<file path="src/hw/rtl/fsrf_pkg.sv">
`timescale 1ns / 1ps
// ----------------------------------------------------------------------------
// fsrf_pkg: shared types, constants and helpers
// Report record, register indexes, reset values and the per-field helpers
// used by the fan status report framer.
// ----------------------------------------------------------------------------
package fsrf_pkg;

	// Configuration register indexes
	localparam logic [1:0] CFG_REPORT_PERIOD = 2'd0;
	localparam logic [1:0] CFG_VOLT_TOL      = 2'd1;
	localparam logic [1:0] CFG_CONFIRM_CNT   = 2'd2;

	// Configuration reset values
	localparam logic [15:0] RST_REPORT_PERIOD = 16'd1000;
	localparam logic [15:0] RST_VOLT_TOL      = 16'd400;
	localparam logic [3:0]  RST_CONFIRM_CNT   = 4'd3;

	// Input mode codes
	localparam logic [1:0] MODE_HEATING   = 2'd1;
	localparam logic [1:0] MODE_EMERGENCY = 2'd2;

	// Status byte mode field codes
	localparam logic [1:0] ST_MODE_NORMAL    = 2'b00;
	localparam logic [1:0] ST_MODE_DEAD      = 2'b01;
	localparam logic [1:0] ST_MODE_HEATING   = 2'b10;
	localparam logic [1:0] ST_MODE_EMERGENCY = 2'b11;

	// Report queue geometry
	localparam int QUEUE_DEPTH = 2;
	localparam int QUEUE_AW    = 1;
	localparam int QUEUE_CW    = 2;

	// Byte positions within a report
	localparam logic [1:0] BYTE_STATUS = 2'd0;
	localparam logic [1:0] BYTE_TEMP_A = 2'd1;
	localparam logic [1:0] BYTE_TEMP_B = 2'd2;
	localparam logic [1:0] BYTE_TEMP_C = 2'd3;

	typedef struct packed {
		logic [7:0] status;
		logic [7:0] temp_a;
		logic [7:0] temp_b;
		logic [7:0] temp_c;
	} report_t;

	// Integer part of a Q12.4 value, truncated toward zero, saturated to int8
	function automatic logic [7:0] temp_to_byte(input logic signed [15:0] raw);
		logic signed [15:0] adj;
		logic signed [11:0] q;
		logic [7:0] res;
		adj = raw[15] ? (raw + 16'sd15) : raw;
		q = adj[15:4];
		if (q > 12'sd127) begin
			res = 8'h7F;
		end else if (q < -12'sd128) begin
			res = 8'h80;
		end else begin
			res = q[7:0];
		end
		return res;
	endfunction

	// |target - meas| > tol, exact on 17 bits
	function automatic logic volt_bad(input logic [15:0] target, input logic [15:0] meas,
			input logic [15:0] tol);
		logic [16:0] d;
		logic [16:0] mag;
		d = {1'b0, target} - {1'b0, meas};
		mag = d[16] ? (17'd0 - d) : d;
		return mag > {1'b0, tol};
	endfunction

endpackage

</file>
<file path="src/hw/rtl/fsrf_front.sv">
`timescale 1ns / 1ps
// ----------------------------------------------------------------------------
// fsrf_front: tick counter and status classifier
// Holds the configuration registers, counts ticks, and on each report tick
// builds the confirmed status byte and the temperature bytes.
// ----------------------------------------------------------------------------
module fsrf_front (
	input  logic                   clk,
	input  logic                   arst_n,
	input  logic                   cfg_we,
	input  logic [1:0]             cfg_index,
	input  logic [15:0]            cfg_data,
	input  logic                   tick,
	input  logic [1:0]             mode,
	input  logic                   startup_fans_dead,
	input  logic [2:0]             fan_enable_mask,
	input  logic [2:0]             fan_fail_mask,
	input  logic [15:0]            target_voltage,
	input  logic [15:0]            fan1_voltage,
	input  logic [15:0]            fan2_voltage,
	input  logic [15:0]            fan3_voltage,
	input  logic signed [15:0]     temp_a,
	input  logic signed [15:0]     temp_b,
	input  logic signed [15:0]     temp_c,
	output logic                   rpt_push,
	output fsrf_pkg::report_t      rpt_data
);

	logic [15:0] period_q;
	logic [15:0] tol_q;
	logic [3:0]  confirm_q;
	logic [15:0] tick_cnt_q;
	logic [7:0]  prev_status_q;
	logic [3:0]  chg_cnt_q;

	logic [15:0] tick_next;
	logic        report;
	logic [1:0]  st_mode;
	logic [2:0]  alarm;
	logic [7:0]  st_raw;
	logic [7:0]  st_final;
	logic [3:0]  chg_inc;
	logic [3:0]  chg_next;

	// Write configuration registers
	always_ff @(posedge clk or negedge arst_n) begin
		if (!arst_n) begin
			period_q  <= fsrf_pkg::RST_REPORT_PERIOD;
			tol_q     <= fsrf_pkg::RST_VOLT_TOL;
			confirm_q <= fsrf_pkg::RST_CONFIRM_CNT;
		end else if (cfg_we) begin
			unique case (cfg_index)
				fsrf_pkg::CFG_REPORT_PERIOD: period_q  <= cfg_data;
				fsrf_pkg::CFG_VOLT_TOL:      tol_q     <= cfg_data;
				fsrf_pkg::CFG_CONFIRM_CNT:   confirm_q <= cfg_data[3:0];
				default: ;
			endcase
		end
	end

	// Decide whether this tick closes a report period
	assign tick_next = tick_cnt_q + 16'd1;
	assign report    = tick && !(tick_next < period_q);

	// Build the raw status byte
	always_comb begin
		if (startup_fans_dead) begin
			st_mode = fsrf_pkg::ST_MODE_DEAD;
		end else if (mode == fsrf_pkg::MODE_EMERGENCY) begin
			st_mode = fsrf_pkg::ST_MODE_EMERGENCY;
		end else if (mode == fsrf_pkg::MODE_HEATING) begin
			st_mode = fsrf_pkg::ST_MODE_HEATING;
		end else begin
			st_mode = fsrf_pkg::ST_MODE_NORMAL;
		end
		alarm[0] = fan_fail_mask[0] ||
			(fan_enable_mask[0] && fsrf_pkg::volt_bad(target_voltage, fan1_voltage, tol_q));
		alarm[1] = fan_fail_mask[1] ||
			(fan_enable_mask[1] && fsrf_pkg::volt_bad(target_voltage, fan2_voltage, tol_q));
		alarm[2] = fan_fail_mask[2] ||
			(fan_enable_mask[2] && fsrf_pkg::volt_bad(target_voltage, fan3_voltage, tol_q));
		st_raw = {st_mode, alarm[2], fan_enable_mask[2], alarm[1], fan_enable_mask[1],
			alarm[0], fan_enable_mask[0]};
	end

	// Confirm a changed byte only after enough differing reports
	assign chg_inc = chg_cnt_q + 4'd1;
	always_comb begin
		st_final = st_raw;
		chg_next = chg_cnt_q;
		if (st_raw != prev_status_q) begin
			if (chg_inc >= confirm_q) begin
				chg_next = 4'd0;
			end else begin
				chg_next = chg_inc;
				st_final = prev_status_q;
			end
		end
	end

	// Advance tick count and status history
	always_ff @(posedge clk or negedge arst_n) begin
		if (!arst_n) begin
			tick_cnt_q    <= '0;
			prev_status_q <= '0;
			chg_cnt_q     <= '0;
		end else if (tick) begin
			if (report) begin
				tick_cnt_q    <= '0;
				prev_status_q <= st_final;
				chg_cnt_q     <= chg_next;
			end else begin
				tick_cnt_q <= tick_next;
			end
		end
	end

	assign rpt_push = report;
	assign rpt_data = '{
		status: st_final,
		temp_a: fsrf_pkg::temp_to_byte(temp_a),
		temp_b: fsrf_pkg::temp_to_byte(temp_b),
		temp_c: fsrf_pkg::temp_to_byte(temp_c)
	};

endmodule

</file>
<file path="src/hw/rtl/fsrf_queue.sv">
`timescale 1ns / 1ps
// ----------------------------------------------------------------------------
// fsrf_queue: report queue
// Short first-in first-out buffer of finished reports between the
// classifier and the byte serializer.
// ----------------------------------------------------------------------------
module fsrf_queue (
	input  logic                 clk,
	input  logic                 arst_n,
	input  logic                 wr_en,
	input  fsrf_pkg::report_t    wr_data,
	input  logic                 rd_en,
	output fsrf_pkg::report_t    rd_data,
	output logic                 q_full,
	output logic                 q_empty
);

	fsrf_pkg::report_t               mem_q [fsrf_pkg::QUEUE_DEPTH];
	logic [fsrf_pkg::QUEUE_AW-1:0]   wr_ptr_q;
	logic [fsrf_pkg::QUEUE_AW-1:0]   rd_ptr_q;
	logic [fsrf_pkg::QUEUE_CW-1:0]   count_q;

	assign q_full  = (count_q == fsrf_pkg::QUEUE_CW'(fsrf_pkg::QUEUE_DEPTH));
	assign q_empty = (count_q == '0);
	assign rd_data = mem_q[rd_ptr_q];

	// Store incoming reports
	always_ff @(posedge clk) begin
		if (wr_en) begin
			mem_q[wr_ptr_q] <= wr_data;
		end
	end

	// Advance pointers and fill count
	always_ff @(posedge clk or negedge arst_n) begin
		if (!arst_n) begin
			wr_ptr_q <= '0;
			rd_ptr_q <= '0;
			count_q  <= '0;
		end else begin
			if (wr_en) begin
				wr_ptr_q <= wr_ptr_q + 1'b1;
			end
			if (rd_en) begin
				rd_ptr_q <= rd_ptr_q + 1'b1;
			end
			if (wr_en && !rd_en) begin
				count_q <= count_q + 1'b1;
			end else if (rd_en && !wr_en) begin
				count_q <= count_q - 1'b1;
			end
		end
	end

endmodule

</file>
<file path="src/hw/rtl/fsrf_back.sv">
`timescale 1ns / 1ps
// ----------------------------------------------------------------------------
// fsrf_back: report serializer
// Takes one report at a time from the queue and presents its four bytes
// on the result side, one beat per byte.
// ----------------------------------------------------------------------------
module fsrf_back (
	input  logic                 clk,
	input  logic                 arst_n,
	input  logic                 q_empty,
	input  fsrf_pkg::report_t    q_data,
	output logic                 q_pop,
	input  logic                 pop,
	output logic                 empty,
	output logic [7:0]           tx_byte,
	output logic                 last_byte
);

	fsrf_pkg::report_t rpt_q;
	logic [1:0]        idx_q;
	logic              busy_q;
	logic              take;
	logic              done;

	assign take  = busy_q && pop;
	assign done  = take && (idx_q == fsrf_pkg::BYTE_TEMP_C);
	assign q_pop = (!busy_q || done) && !q_empty;

	// Load a report, step through its bytes
	always_ff @(posedge clk or negedge arst_n) begin
		if (!arst_n) begin
			busy_q <= 1'b0;
			idx_q  <= fsrf_pkg::BYTE_STATUS;
		end else if (q_pop) begin
			busy_q <= 1'b1;
			idx_q  <= fsrf_pkg::BYTE_STATUS;
		end else if (done) begin
			busy_q <= 1'b0;
		end else if (take) begin
			idx_q <= idx_q + 2'd1;
		end
	end

	// Hold the report payload
	always_ff @(posedge clk) begin
		if (q_pop) begin
			rpt_q <= q_data;
		end
	end

	// Select the current byte
	always_comb begin
		unique case (idx_q)
			fsrf_pkg::BYTE_STATUS: tx_byte = rpt_q.status;
			fsrf_pkg::BYTE_TEMP_A: tx_byte = rpt_q.temp_a;
			fsrf_pkg::BYTE_TEMP_B: tx_byte = rpt_q.temp_b;
			fsrf_pkg::BYTE_TEMP_C: tx_byte = rpt_q.temp_c;
			default:               tx_byte = rpt_q.status;
		endcase
	end

	assign empty     = !busy_q;
	assign last_byte = (idx_q == fsrf_pkg::BYTE_TEMP_C);

endmodule

</file>
<file path="src/hw/rtl/fan_status_report_framer.sv">
`timescale 1ns / 1ps
// ----------------------------------------------------------------------------
// fan_status_report_framer: fan status report framer
// Counts timer ticks and frames a four-byte status report every period.
// ----------------------------------------------------------------------------
// Usage:
//   Input side: drive one tick with its readings and raise push; the tick is
//   taken on a clock edge with push high and full low. Ticks are taken every
//   cycle while the two-entry report queue has room.
//   Result side: while empty is low, tx_byte/last_byte show the oldest byte;
//   pop on a cycle with empty low takes it. A report is the status byte then
//   temp_a, temp_b, temp_c, with last_byte set on the fourth.
//   A reporting tick writes its report into the queue; when the serializer
//   is free it loads the report into its register and shows the status
//   byte. Throughput: one byte per cycle while pop is held, set by the
//   serializer's single-byte output; ticks closing no report produce nothing.
//   A stalled receiver holds the current byte; the queue then fills and full
//   rises, holding off further ticks.
//   Configuration: cfg_valid with cfg_index/cfg_data, always ready; write
//   only while the block is idle. Index 3 is ignored.
//   Reset: period 1000, tolerance 400, confirm count 3; tick count, last
//   status and change counter cleared; queue and output empty.
// ----------------------------------------------------------------------------
module fan_status_report_framer (
	input  logic                clk,
	input  logic                arst_n,
	input  logic                cfg_valid,
	output logic                cfg_ready,
	input  logic [1:0]          cfg_index,
	input  logic [15:0]         cfg_data,
	input  logic                push,
	output logic                full,
	input  logic [1:0]          mode,
	input  logic                startup_fans_dead,
	input  logic [2:0]          fan_enable_mask,
	input  logic [2:0]          fan_fail_mask,
	input  logic [15:0]         target_voltage,
	input  logic [15:0]         fan1_voltage,
	input  logic [15:0]         fan2_voltage,
	input  logic [15:0]         fan3_voltage,
	input  logic signed [15:0]  temp_a,
	input  logic signed [15:0]  temp_b,
	input  logic signed [15:0]  temp_c,
	input  logic                pop,
	output logic                empty,
	output logic [7:0]          tx_byte,
	output logic                last_byte
);

	logic              tick;
	logic              rpt_push;
	fsrf_pkg::report_t rpt_data;
	fsrf_pkg::report_t q_data;
	logic              q_pop;
	logic              q_full;
	logic              q_empty;

	assign cfg_ready = 1'b1;
	assign full      = q_full;
	assign tick      = push && !q_full;

	fsrf_front u_front (
		.clk               (clk),
		.arst_n            (arst_n),
		.cfg_we            (cfg_valid && cfg_ready),
		.cfg_index         (cfg_index),
		.cfg_data          (cfg_data),
		.tick              (tick),
		.mode              (mode),
		.startup_fans_dead (startup_fans_dead),
		.fan_enable_mask   (fan_enable_mask),
		.fan_fail_mask     (fan_fail_mask),
		.target_voltage    (target_voltage),
		.fan1_voltage      (fan1_voltage),
		.fan2_voltage      (fan2_voltage),
		.fan3_voltage      (fan3_voltage),
		.temp_a            (temp_a),
		.temp_b            (temp_b),
		.temp_c            (temp_c),
		.rpt_push          (rpt_push),
		.rpt_data          (rpt_data)
	);

	fsrf_queue u_queue (
		.clk     (clk),
		.arst_n  (arst_n),
		.wr_en   (rpt_push),
		.wr_data (rpt_data),
		.rd_en   (q_pop),
		.rd_data (q_data),
		.q_full  (q_full),
		.q_empty (q_empty)
	);

	fsrf_back u_back (
		.clk       (clk),
		.arst_n    (arst_n),
		.q_empty   (q_empty),
		.q_data    (q_data),
		.q_pop     (q_pop),
		.pop       (pop),
		.empty     (empty),
		.tx_byte   (tx_byte),
		.last_byte (last_byte)
	);

endmodule

</file>
<file path="config.mk">
export PLATFORM = sky130hd
export DESIGN_NAME = fan_status_report_framer
export DESIGN_NICKNAME = d
export VERILOG_FILES = /design/src/hw/rtl/fsrf_pkg.sv /design/src/hw/rtl/fsrf_front.sv /design/src/hw/rtl/fsrf_queue.sv /design/src/hw/rtl/fsrf_back.sv /design/src/hw/rtl/fan_status_report_framer.sv
export SDC_FILE = /design/constraint.sdc
export NUM_CORES = 1
export LEC_CHECK = 0
export ABC_AREA = 1
export BUFFER_PORTS_ARGS = -buffer_cell sky130_fd_sc_hd__buf_2
export CAP_MARGIN = 20
export CORE_ASPECT_RATIO = 1.1
export CORE_MARGIN = 8
export CORE_UTILIZATION = 53
export CTS_BUF_LIST = sky130_fd_sc_hd__clkbuf_8
export CTS_CLUSTER_DIAMETER = 150
export DETAILED_ROUTE_END_ITERATION = 12
export PLACE_DENSITY = 0.74
export SYNTH_ARGS = -nofsm -noshare
export SYNTH_HDL_FRONTEND = slang
export SYNTH_SLANG_ARGS = --single-unit
export TNS_END_PERCENT = 30
</file>
<file path="constraint.sdc">
create_clock -name clk -period 4.79 [get_ports clk]
set_input_delay 0.479 -clock clk [delete_from_list [all_inputs] [get_ports clk]]
set_output_delay 0.479 -clock clk [all_outputs]
set_load 0.05 [all_outputs]
</file>
## Word level (Yosys, flattened, before mapping)

Memories as Yosys holds them, arrays and structs flattened. A register that Yosys moved wholly into a read port is not among the register bits.
Index checks and enable logic that the tools add are counted.

| word-level totals | value |
|---|---|
| RAM bits | 64 |
| input bits | 144 |
| memories | 1 |
| register bits | 71 |

Memory list:

| name | depth | bits a word | rd ports | clocked after Yosys merged registers in | wr ports | RTL line | RTL |
|---|---|---|---|---|---|---|---|
| u_queue.mem_q | 2 | 32 | 1 | 1 | 1 | fsrf_queue.sv:18 | `fsrf_pkg::report_t mem_q [fsrf_pkg::QUEUE_DEPTH];` |

| cells by class | value |
|---|---|
| add/subtract/negate cells | 16 |
| order comparisons | 11 |
| muxes and demuxes | 29 |
| reduce and logical (&&, ||, !) cells | 32 |
| equal/unequal tests | 10 |

Operator list:

| kind | number |
|---|---|
| 2-to-1 mux 16 bit | 4 |
| 2-to-1 mux 8 bit | 8 |
| > comparator 17 x 16 -> 1 bit | 3 |
| 2-to-1 mux 17 bit | 3 |
| subtractor 1 x 17 -> 17 bit, first input constant | 3 |
| subtractor 16 x 16 -> 17 bit | 3 |
| adder 16 x 5 -> 16 bit, second input constant | 3 |
| > comparator 12 x 8 -> 1 bit, second input constant | 3 |
| < comparator 12 x 8 -> 1 bit, second input constant | 3 |
| case mux 8 bit (4 select lines) | 1 |
| adder 16 x 1 -> 16 bit, second input constant | 1 |
| < comparator 16 bit | 1 |
| 2-to-1 mux 2 bit | 8 |
| equality test 2 bit, second input constant | 5 |
| logical AND 1 bit | 10 |
| AND reduction 2 bit | 5 |
| != test 8 bit | 1 |
| equality test 2 x 1 -> 1 bit, second input constant | 3 |
| logical NOT 1 bit | 6 |
| logical NOT 2 bit | 3 |
| nonzero test 2 bit | 3 |
| adder 2 x 1 -> 2 bit, second input constant | 2 |
| adder 4 x 1 -> 4 bit, second input constant | 1 |
| greater-or-equal comparator 4 bit | 1 |
| other kinds (7) | 14 |

## Longest topological paths before layout

Gate-level depths: netlist of run 1.

| logic depth | value |
|---|---|
| depth after elaboration | 8 |
| mapped depth | 36 |
| depth with buffers taken out | 36 |

## By module

Synthesis of run 1 repeated with hierarchy kept, for this count alone.

| second synthesis, totals | value |
|---|---|
| cells, all modules | 1,820 |
| area total of the unflattened synthesis | 13,623.1 um2 |

By module, submodules not included:

| module | area an instance (um2) | times used | seq. area each (um2) | cells an instance |
|---|---|---|---|---|
| fsrf_front | 9,502.9 | 1 | 1,615.3 | 1,570 |
| fsrf_queue | 2,668.8 | 1 | 2,021.9 | 125 |
| fsrf_back | 1,430.1 | 1 | 1,036.0 | 121 |
| fan_status_report_framer | 21.3 | 1 | 0.0 | 4 |

## Worst setup path before layout of run 1

Ideal clock, no wire load.

| timing | value |
|---|---|
| kind | register to register |
| start point | reg u_front.tick_cnt_q[0] |
| end point | mem u_queue.mem_q[1][0] (netlist name) (enable) |
| stages on the path, launching flop included | 20 |
| path slack | 0.534 ns |
| data required time | 4.367 ns |
| data arrival time | 3.834 ns |
| clock period less this slack | 4.256 ns |
| path through | dfrtp_1 -> ha_1 -> nand2_1 -> nor2_1 -> inv_1 -> nor3_1 -> inv_1 -> nor3_1 -> inv_1 -> nor2_1 -> nand3_1 -> nor3_1 -> xor2_1 -> ha_1 -> nand2_1 -> nor2_1 -> nand3_1 -> o2111ai_1 -> nand2_1 -> nor2_1 |

| on the way | value |
|---|---|
| cells in the longest elaborated chain, start to end | 6 |

RTL lines:

| item | RTL line | RTL |
|---|---|---|
| start, declared | fsrf_front.sv:32 | `logic [15:0] tick_cnt_q;` |
| start signal, assigned | fsrf_front.sv:113 | `tick_cnt_q <= tick_next;` |
| adder 16 x 1 -> 16 bit | fsrf_front.sv:62 | `assign tick_next = tick_cnt_q + 16'd1;` |
| < comparator 16 bit | fsrf_front.sv:63 | `assign report = tick && !(tick_next < period_q);` |
| logical NOT 1 bit | fsrf_front.sv:63 |  |
| logical AND 1 bit | fsrf_front.sv:63 |  |
| 2-to-1 mux 1 bit | fsrf_queue.sv:29 | `if (wr_en) begin` |
| 2-to-1 mux 1 bit (not written as such) | fsrf_queue.sv:30 | `mem_q[wr_ptr_q] <= wr_data;` |
| end, declared | fsrf_queue.sv:18 |  |

Every way passes these cells.

## Worst setup path in the final report of run 1

| timing | value |
|---|---|
| start point | in target_voltage[0] |
| end point | reg u_front.chg_cnt_q[3] |

| on the way | value |
|---|---|
| cells in the longest elaborated chain, start to end | 8 |
| elaborated cells between the ends (all ways) | 20 |
| classes of those cells | add/sub: 6; order compare: 3; eq/ne: 1; mux: 3; reduce/logical: 7 |

RTL lines:

| item | RTL line | RTL |
|---|---|---|
| start, declared | fan_status_report_framer.sv:37 | `input logic [15:0] target_voltage,` |
| subtractor 16 x 16 -> 17 bit | fsrf_pkg.sv:69 | `d = {1'b0, target} - {1'b0, meas};` |
| subtractor 1 x 17 -> 17 bit | fsrf_pkg.sv:70 | `mag = d[16] ? (17'd0 - d) : d;` |
| 2-to-1 mux 17 bit | fsrf_pkg.sv:70 |  |
| > comparator 17 x 16 -> 1 bit | fsrf_pkg.sv:71 | `return mag > {1'b0, tol};` |
| logical AND 1 bit, on equally long branches | fsrf_front.sv:77, fsrf_front.sv:79, fsrf_front.sv:81 |  |
| logical OR 1 bit, on equally long branches | fsrf_front.sv:76, fsrf_front.sv:78, fsrf_front.sv:80 |  |
| != test 8 bit * | fsrf_front.sv:91 | `if (st_raw != prev_status_q) begin` |
| AND reduction 3 bit (no line) * | n/a |  |
| end signal, assigned | fsrf_front.sv:111 | `chg_cnt_q <= chg_next;` |
| end, declared | fsrf_front.sv:34 | `logic [3:0] chg_cnt_q;` |

Mark *: on every way between the ends. The rest lies on a longest branch, timed or not.
A chain may end at the register's enable or synchronous reset.

==> flow_metrics.tcl, run 1 <==
set metrics [dict create \
    status "finished, final reports clean" \
    swShare_pct 43.94 \
    cts_buffer_depth 2 \
    timing_hold_violations_final 0 \
    rsz0062_at_grt "no" \
    antennaDiodeCount 0 \
    synth_top_cell_by_area "edfxtp_1" \
    die_height_um 182.4 \
    cts_inserted_buffers 17 \
    gp_congestion 0.9220 \
    fmax_mhz 252.2 \
    grt_max_degree 40 \
    netlist_instances 1776 \
    cts-root-buf "clkbuf_8" \
    antenna_found_initial 0 \
    post-route-min-period_ns 3.965 \
    seq_area_frac_synth_pct 35.03 \
    fp-row-count 61 \
    cp-end-kind "flip-flop" \
    crit_slowest_cell "fa_1" \
    ios 156 \
    routed_wl_um 31760 \
    clock-sinks 167 \
    drt-pass1-iter-count 5 \
    synth_area_leaders "edfxtp_1 22%, nand2_1 14%, ha_1 12%" \
    vias_per_cell 5.113 \
    core_um2 25030 \
    r2r_start "u_front.tick_cnt_q[0]$_DFFE_PN0P_" \
    max_cap_violations 0 \
    leakagePower_nw 7.716 \
    syn-cell-area_um2 13340 \
    critPathKind "in2reg" \
    setup_tns_ns 0 \
    muxShareOfSynthArea_pct 0.1595 \
    synth-simple-area-share_pct 26.71 \
    pwr_density_cell_nw_per_um2 409.1 \
    grt_pass1_vias 11110 \
    cts_tree "yes" \
    drive_gt1_share_pct 14.64 \
    yosys_warnings 0 \
    max_stage_delay_ns 0.40 \
    fp.dieW_um 167.3 \
    drc 0 \
    synth_xor_xnor_area_share_pct 6.228 \
    synth_compound_area_share_pct 10.51 \
    synth_top_family_by_area "simple AND/OR/NAND/NOR gates" \
    worstPathMaxFanout 5 \
    postRouteAntennaNets 0 \
    syn_nets 2049 \
    post-dp-hpwl_um 26140 \
    synth_fa_ha_area_share_pct 12.27 \
    setup_viol 0 \
    placedCellCount 2229 \
    regToRegEndpoint "u_front.tick_cnt_q[12]$_DFFE_PN0P_" \
    ys_seq_elements 167 \
    vias 11570 \
    cts_setup_buffers 0 \
    cp.required_ns 5.12 \
    start_util_pct 53.28 \
    track_usage_pct 20.65 \
    port-buffer-count 154 \
    die_area_um2 30510 \
    synth_area_per_cell_um2 7.511 \
    clkTransAtPathRegs_ns 0.10 \
    htreeDepth 4 \
    yosys.area.top_type_share_pct 21.61 \
    pwr-share-seq_pct 35.1 \
    postCtsHoldBufs 0 \
    drt_iter0_drc 650 \
    p_sw_mw 2.679 \
    grt_overflow 0 \
    fin_crit_sh_pct 82.79 \
    post_cts_resized 0 \
    power_frac_clock_pct 16.2 \
    wl_per_cell_um 14.04 \
    crit_path_frequent_cell "nand2_1" \
    worst_slew_pin_slew_ns 0.9300 \
    reg2reg_depth 20 \
    clk_latency_ns 0.45 \
    vdd_drop_max_uv 484.1 \
    grt_pass1_wl_um 51940 \
    startpoint_type "input port" \
    maxSlewViolCount 0 \
    power.internal_mw 3.419 \
    cp.arrival_ns 4.30 \
    power_frac_comb_pct 48.7 \
    yosysUniqueCellTypes 60 \
    finalClockSkew_ns 0.01675 \
    hp-class "in2async" \
    nets 2207 \
    syn2layout_area_growth_pct 11.75 \
    slew_headroom_pct 37.83 \
    r2r_slack_ns 0.90 \
    stdcell_count 2262 \
]
cell usage after synthesis, drive strengths merged:
library cell,n
a21oi,84
o21ai,110
o211ai,2
mux2,1
and2,3
and3,2
o21a,2
conb,1
or3b,1
fa,3
ha,126
xnor2,22
or2,5
a211oi,4
clkinv,2
o21bai,1
nor2,134
nand2,529
clkbuf,22
a31oi,4
dfstp,11
a41oi,2
o41ai,3
o2111ai,1
xor2,66
nor4,3
edfxtp,96
o22ai,10
or3,1
nand3b,10
o31ai,7
nor3,19
mux2i,1
nand3,90
a21o,2
nor3b,2
nand4,27
dfrtp,60
buf,2
a22o,11
inv,294
logic make-up (layout without fill, tap and decap cells):
kind of cell,after synthesis,after routing
buffers and inverters,320,491
muxes,2,2
adders and majority gates,129,129
xor gates and xnor gates,88,88
and+or+nand+nor,826,826
other,1,1
AOI/OAI and AO/OA,243,243
DFF,167,167
power groups by stage:
stage | combinational [mW] | clock, mW | sequential [mW]
detailed placement | 2.94 | 0 | 2.17
CTS | 2.96 | 1.00 | 2.14
global placement | 2.85 | 0 | 2.16
floorplan | 2.21 | 0 | 2.13
global route | 3.37 | 1.05 | 2.18
finish | 2.97 | 0.985 | 2.14
cells in the final DEF (no fill, tap or decap), types with 11 or more instances in the layout:
cell type  netlist  final
a21oi_1         77     76
a22o_1          11     11
buf_2            1    154
clkbuf_8         0     17
dfrtp_1         60     60
dfstp_2         11     11
edfxtp_1        96     96
ha_1           126    126
inv_1          293    293
nand2_1        506    506
nand2_2         23     23
nand3_1         80     80
nand4_1         26     26
nor2_1         119    117
nor2_2          13     15
nor3_1          18     18
o21ai_0        102    102
xnor2_1         19     19
xor2_1          61     61
sequential cells by signal, indices dropped and copies added (netlist names):
name and count:
u_queue.mem_q 64, u_front.period_q 16, u_back.rpt_q 32, u_front.prev_status_q 8, u_queue.count_q 2, u_back.idx_q 2, u_back.busy_q 1, u_front.tick_cnt_q 16
u_front.chg_cnt_q 4, u_front.confirm_q 4, u_queue.wr_ptr_q 1, u_queue.rd_ptr_q 1, u_front.tol_q 16
per-layer routing:
| layer | up-vias | wire (um) | global-route usage, % |
|---|---|---|---|
| li1 | 6071 | - | - |
| met3 | 34 | 1143 | 2.917 |
| met2 | 257 | 15570 | 36.72 |
| met4 | 0 | 657 | 6.219 |
| met1 | 5204 | 14400 | 25.62 |
| met5 | - | 0 | 0 |
layout make-up:
type                    count  area (um^2)
fillers                  2333        10130
multi-input cells        1289         7475
flip-flops and latches    167         4673
inverters                 296         1112
repair buffers            163        858.3
well taps                 315        394.1
clock buffers              17        234.0
clock inverters            15        160.2
stage by stage:
stage / utilization [%] / setup slack, ns / cell area, um^2 / total power [mW] / hold slack, ns
after floorplan: - / 0.5337 / 13340 / 4.338 / 0.1834
after detailed placement: 57.86 / 0.4093 / 14490 / 5.110 / 0.4730
after CTS: 59.44 / 0.8764 / 14880 / 6.100 / 0.08140
after global placement: 57.86 / 0.5038 / 14490 / 5.009 / 0.4676
final: 59.55 / 0.8245 / 14910 / 6.099 / 0.08178
after global routing: 59.55 / 0.3613 / 14910 / 6.600 / 0.1164
critical path, delay by kind of cell:
kind / cells / cell delay, ns
AOI/OAI and AO/OA: 2 / 0.37
xor gates and xnor gates: 2 / 0.26
adders and majority gates: 3 / 0.88
and+or+nand+nor: 18 / 2.07
buffers and inverters: 4 / 0.23
worst max-delay path by stage:
stage / end / startpoint / slack [ns]
after global routing: u_front.chg_cnt_q[0]$_DFFE_PN0P_ / target_voltage[0] / 0.36
after global placement: u_front.chg_cnt_q[0]$_DFFE_PN0P_ / target_voltage[0] / 0.50
after CTS: u_front.chg_cnt_q[3]$_DFFE_PN0P_ / target_voltage[0] / 0.88
final: u_front.chg_cnt_q[3]$_DFFE_PN0P_ / target_voltage[0] / 0.82
after floorplan: u_queue.mem_q[1][0]$_DFFE_PP_ / u_front.tick_cnt_q[0]$_DFFE_PN0P_ / 0.53
after detailed placement: u_front.chg_cnt_q[3]$_DFFE_PN0P_ / target_voltage[0] / 0.41
(Power assumes the default switching activity.)
==> inputs of run 2 (changes only) <==
==> constraint.sdc (replaced) <==
create_clock -name clk -period 4 [get_ports clk]
set_input_delay 0.4 -clock clk [delete_from_list [all_inputs] [get_ports clk]]
set_output_delay 0.4 -clock clk [all_outputs]
set_load 0.05 [all_outputs]
==> run 2 against run 1 <==
Against the previous run:
- sequential share of layout area decreased by 2.5 points
- first-iteration DRC count rose by 2.6%
- non-clock buffer count grew 121
- sequential power increased by 21%
- core utilization up 5.1 points
- cell area up 8.5%
- die area unchanged
- global-route usage is 0.97 points higher
- largest power group unchanged
==> flow_metrics.tcl, run 2 (same netlist as run 1, synthesis figures left out) <==
set metrics [dict create \
    status "finished, final reports clean" \
    setup_viol 0 \
    grt_pass1_vias 12010 \
    largest_register "u_queue.mem_q" \
    track_usage_pct 21.61 \
    cp-end-kind "flip-flop" \
    nets 2328 \
    postRouteAntennaNets 0 \
    vias 12180 \
    drt_iter0_drc 667 \
    htreeDepth 4 \
    syn2layout_area_growth_pct 21.25 \
    hp-class "in2reg" \
    pre_cts_slack_ns -0.4036 \
    fp.dieW_um 167.3 \
    gp_congestion 0.9433 \
    fp-row-count 61 \
    drive_gt1_share_pct 22.58 \
    slew_headroom_pct 36.82 \
    fmax_mhz 259.1 \
    stdcell_count 2383 \
    finalClockSkew_ns 0.01499 \
    drt-pass1-iter-count 6 \
    wl_met3_um 1190 \
    clkTransAtPathRegs_ns 0.10 \
    worst_slew_pin_slew_ns 0.9451 \
    timing_hold_violations_final 0 \
    worst_slack_ns 0.1398 \
    cp.required_ns 4.35 \
    wl_per_cell_um 13.97 \
    post-dp-hpwl_um 27290 \
    ios 156 \
    critPathKind "in2reg" \
    n_fill_cell 2182 \
    routed_wl_um 33280 \
    path_depth 33 \
    largest_reg_flops 64 \
    final_cell_mix "494 x nand2_1, 289 x inv_1, 152 x buf_2" \
    path_delay_family "simple AND/OR/NAND/NOR gates" \
    startpoint_type "input port" \
    clock-sinks 167 \
    pwr_density_cell_nw_per_um2 476.7 \
    wl_met1_um 14520 \
    final_common_cell "nand2_1" \
    post-route-min-period_ns 3.860 \
    leakagePower_nw 8.337 \
    core_um2 25030 \
    clk_latency_ns 0.47 \
    reg2reg_depth 23 \
    routed.top_layer "met4" \
    vias_per_cell 5.112 \
    die_height_um 182.4 \
    placedCellCount 2339 \
    die_area_um2 30510 \
    crit_slowest_cell "fa_2" \
    port-buffer-count 154 \
    cp.arrival_ns 4.21 \
    grt_pass1_wl_um 54810 \
    max_cap_violations 0 \
    antenna_found_initial 0 \
    antennaDiodeCount 0 \
    cts_tree "yes" \
    vdd_drop_max_uv 477.8 \
    drc 0 \
    cts-root-buf "clkbuf_8" \
    cts_inserted_buffers 17 \
    worstPathMaxFanout 5 \
    grt_overflow 0 \
    whs_path_depth 3 \
    wl_met2_um 16550 \
    max_stage_delay_ns 0.61 \
    fin_crit_sh_pct 96.51 \
    cts_buffer_depth 2 \
    path_buf_inv 4 \
    maxSlewViolCount 0 \
    start_util_pct 53.28 \
    grt_max_degree 37 \
    reg_top3 "u_queue.mem_q: 64 flops, u_back.rpt_q: 32 flops" \
    crit_path_frequent_cell "nand2_2" \
]
## run 2: changes by cell type in the layout (fill, tap and decap cells not counted), moves of 7 or more
cell,delta
nor2_2,+7
nand2_1,-12
ha_1,-8
nor2_1,-9
nand2_2,+11
buf_4,+118
## run 2: layout make-up
| cell class | instances | area [um^2] | share of cell area (%) |
|---|---|---|---|
| clock inverters | 15 | 185.2 | 1.145 |
| inverters | 296 | 1115 | 6.893 |
| well taps | 315 | 394.1 | 2.437 |
| flip-flops and latches | 167 | 4673 | 28.90 |
| clock buffers | 17 | 234.0 | 1.447 |
| multi-input cells | 1289 | 7765 | 48.01 |
| repair buffers | 284 | 1807 | 11.17 |
## run 2: layer usage
layer	GRT usage, %	up-vias
met3	2.960	59
met5	0	-
li1	-	6325
met4	8.113	0
met1	25.66	5536
met2	39.18	262
## run 2: worst reg2reg max path, cell delays in order (launching register included)
cell,delay (ns)
dfrtp_1,0.42
ha_2,0.21
nand2_1,0.08
nor2_1,0.13
inv_1,0.08
nor3_1,0.13
inv_1,0.09
nor3_1,0.15
inv_1,0.12
nor2_4,0.11
nand3_2,0.11
nor3_2,0.19
xor2_1,0.23
ha_1,0.27
nand2_1,0.09
nor2_1,0.06
nand3_1,0.07
o2111ai_1,0.13
nand2_1,0.15
inv_1,0.12
ha_4,0.26
a21oi_1,0.11
o21ai_0,0.11
xor2_1,0.15
## run 2: metrics by stage
stage               util, %  total power, mW  hold slack [ns]  setup TNS, ns  cell area, um^2
floorplan                 -            5.195           0.1044         -7.741            13340
global placement      61.26            6.185           0.3348         -2.134            15340
detailed placement    61.26            6.343           0.3407         -4.035            15340
CTS                   62.97            7.573           0.1480              0            15770
global route          64.60            8.346           0.1612       -0.07298            16170
finish                64.60            7.710           0.1816              0            16170
## run 2: repair_timing
item	CTS	global route
setup buffers	0	10
endpoints found under the hold margin	12	0
setup endpoints to repair	0	79
hold buffers	1	0
gates resized for setup	0	75
## run 2: final timing paths
kind	from	to	slack [ns]
max in group asynchronous	arst_n	u_front.period_q[8]$_DFFE_PN1P_	2.84
setup / recovery	target_voltage[0]	u_front.chg_cnt_q[3]$_DFFE_PN0P_	0.14
setup reg to reg	u_front.tick_cnt_q[0]$_DFFE_PN0P_	u_queue.count_q[1]$_DFFE_PN0P_	0.34
min in group asynchronous	arst_n	u_front.tol_q[9]$_DFFE_PN0P_	0.40
hold / removal	cfg_data[5]	u_front.period_q[5]$_DFFE_PN1P_	0.18
hold reg to reg	u_front.period_q[0]$_DFFE_PN0P_	u_front.period_q[0]$_DFFE_PN0P_	0.49
## run 2: where the power goes
part	switching [mW]	internal (mW)
clock network	0.685	0.530
registers	0.207	2.37
logic	2.47	1.45
total	3.37	4.34
==> inputs of run 3 (changes only) <==
--- a/config.mk
+++ b/config.mk
@@ -10,11 +10,11 @@
 export CAP_MARGIN = 20
 export CORE_ASPECT_RATIO = 1.1
 export CORE_MARGIN = 8
-export CORE_UTILIZATION = 53
+export CORE_UTILIZATION = 40
 export CTS_BUF_LIST = sky130_fd_sc_hd__clkbuf_8
 export CTS_CLUSTER_DIAMETER = 150
+export CTS_CLUSTER_SIZE = 28
 export DETAILED_ROUTE_END_ITERATION = 12
-export PLACE_DENSITY = 0.74
 export SYNTH_ARGS = -nofsm -noshare
 export SYNTH_HDL_FRONTEND = slang
 export SYNTH_SLANG_ARGS = --single-unit
==> run 3 against run 2 <==
Against the previous run:
- clock skew rose by 0.0017 ns
- clock power rose by 6%
- critical path depth fell by 4
- critical path type unchanged
==> flow_metrics.tcl, run 3 (same netlist as run 1, synthesis figures left out) <==
set metrics [dict create \
    total_power_mw 7.773 \
    reg2reg_depth 19 \
    crit_start "target_voltage[0]" \
    drive_gt1_share_pct 22.93 \
    fin_util_pct 49.56 \
    post-route-min-period_ns 3.707 \
    drt_iter0_drc 549 \
    htreeDepth 4 \
    r2r_slack_ns 0.39 \
    cts-root-buf "clkbuf_8" \
    antenna_found_initial 0 \
    setup_viol 0 \
    pre_cts_slack_ns -0.3951 \
    cp.required_ns 4.35 \
    drt-pass1-iter-count 5 \
    worstPathMaxFanout 5 \
    startpoint_type "input port" \
    n_fill_cell 3245 \
    cts_buffer_depth 2 \
    syn2layout_area_growth_pct 22.68 \
    maxSlewViolCount 0 \
    place_area_um2 15630 \
    clock-sinks 167 \
    nets 2340 \
    critPathCapture "u_front.chg_cnt_q[1]$_DFFE_PN0P_" \
    grt_pass1_vias 12040 \
    timing.hold.ws_ns 0.05157 \
    final_cell_mix "494 x nand2_1, 289 x inv_1, 152 x buf_2" \
    critPathKind "in2reg" \
    timing_hold_violations_final 0 \
    die_height_um 207.5 \
    wl_per_cell_um 13.63 \
    slew_headroom_pct 36.75 \
    worst_slew_pin_slew_ns 0.9461 \
    leakagePower_nw 8.394 \
    track_usage_pct 17.26 \
    grt_overflow 0 \
    cts_inserted_buffers 17 \
    hp-class "in2async" \
    core_um2 33020 \
    finalClockSkew_ns 0.01664 \
    start_util_pct 40.40 \
    drc 0 \
    worst_slack_ns 0.2933 \
    pwr_density_cell_nw_per_um2 475.0 \
    final_common_cell "nand2_1" \
    clkTransAtPathRegs_ns 0.10 \
    grt_pass1_wl_um 56410 \
    largest_register "u_queue.mem_q" \
    routed_wl_um 34250 \
    cp-end-kind "flip-flop" \
    postRouteAntennaNets 0 \
    die_area_um2 39450 \
    clk_latency_ns 0.46 \
    fin_area_um2 16360 \
    fmax_mhz 269.8 \
    grt_max_degree 40 \
    ios 156 \
    antennaDiodeCount 0 \
    cts_tree "yes" \
    vias 11970 \
    max_cap_violations 0 \
    vias_per_cell 4.766 \
    postCtsHoldBufs 0 \
    port-buffer-count 154 \
    max_stage_delay_ns 0.40 \
    gp_congestion 0.8744 \
    largest_reg_flops 64 \
    post-dp-hpwl_um 28190 \
    fin_crit_sh_pct 92.67 \
    fp.dieW_um 190.1 \
    crit_slowest_cell "or3_4" \
    status "finished, final reports clean" \
    cp.arrival_ns 4.06 \
    r2r_start "u_front.tick_cnt_q[2]$_DFFE_PN0P_" \
    crit_path_frequent_cell "nand2_1" \
    vdd_drop_max_uv 276.3 \
    regToRegEndpoint "u_queue.count_q[1]$_DFFE_PN0P_" \
    fp-row-count 70 \
    reg_top3 "u_queue.mem_q: 64 flops, u_back.rpt_q: 32 flops" \
]
## run 3: changes by cell type in the layout (fill, tap and decap cells not counted), moves of 4 or more
cell	delta
nand3_2	+4
buf_4	+14
o21ai_0	-4
o21ai_1	+4
clkinv_8	-4
## run 3: through the flow
| stage | std cells | setup TNS (ns) |
|---|---|---|
| 6_report | 2512 | 0 |
| 3_5_place_dp | 2475 | -3.829 |
| 3_3_place_gp | 2475 | -2.776 |
| 2_1_floorplan | 1776 | -7.741 |
| 5_1_grt | 2512 | -0.01035 |
| 4_1_cts | 2507 | 0 |
## run 3: cell type report
| class | count | area, um^2 | share of cell area [%] |
|---|---|---|---|
| well taps | 432 | 540.5 | 3.303 |
| inverters | 296 | 1115 | 6.812 |
| repair buffers | 296 | 1874 | 11.45 |
| clock inverters | 15 | 192.7 | 1.177 |
| flip-flops and latches | 167 | 4673 | 28.56 |
| multi-input cells | 1289 | 7735 | 47.27 |
| clock buffers | 17 | 234.0 | 1.430 |
## run 3: repair_timing
action                     4_1_cts  5_1_grt
setup endpoints to repair        0       78
setup buffers                    0        5
gates resized for setup          0       76
## run 3: metal layers
| metal | wire [um] | global-route usage [%] | vias to the layer above |
|---|---|---|---|
| met2 | 16780 | 30.58 | 204 |
| met1 | 15670 | 21.58 | 5401 |
| met5 | 0 | 0 | - |
| met3 | 1039 | 2.083 | 33 |
| li1 | - | - | 6334 |
| met4 | 760 | 4.910 | 0 |
## run 3: power breakdown
group          total (mW)  switching [mW]  leakage, nW  internal [mW]
Clock                1.29           0.659        0.214          0.635
Sequential           2.56           0.195         1.75           2.37
Combinational        3.91            2.47         6.43           1.45
## run 3: worst min-delay path by stage
stage	slack (ns)	start	endpoint
2_1_floorplan	0.10	arst_n	u_back.busy_q$_DFFE_PN0P_
3_3_place_gp	0.47	u_front.period_q[4]$_DFFE_PN0P_	u_front.period_q[4]$_DFFE_PN0P_
3_5_place_dp	0.47	u_front.period_q[15]$_DFFE_PN0P_	u_front.period_q[15]$_DFFE_PN0P_
4_1_cts	0.05	arst_n	u_front.tol_q[6]$_DFFE_PN0P_
5_1_grt	0.09	arst_n	u_front.tol_q[6]$_DFFE_PN0P_
6_report	0.05	arst_n	u_front.tol_q[6]$_DFFE_PN0P_
## run 3: critical path, delay by kind of cell
family,cells,cell delay (ns)
xor gates and xnor gates,2,0.28
AOI/OAI and AO/OA,2,0.33
buffers and inverters,5,0.34
and+or+nand+nor,17,1.91
adders and majority gates,3,0.79
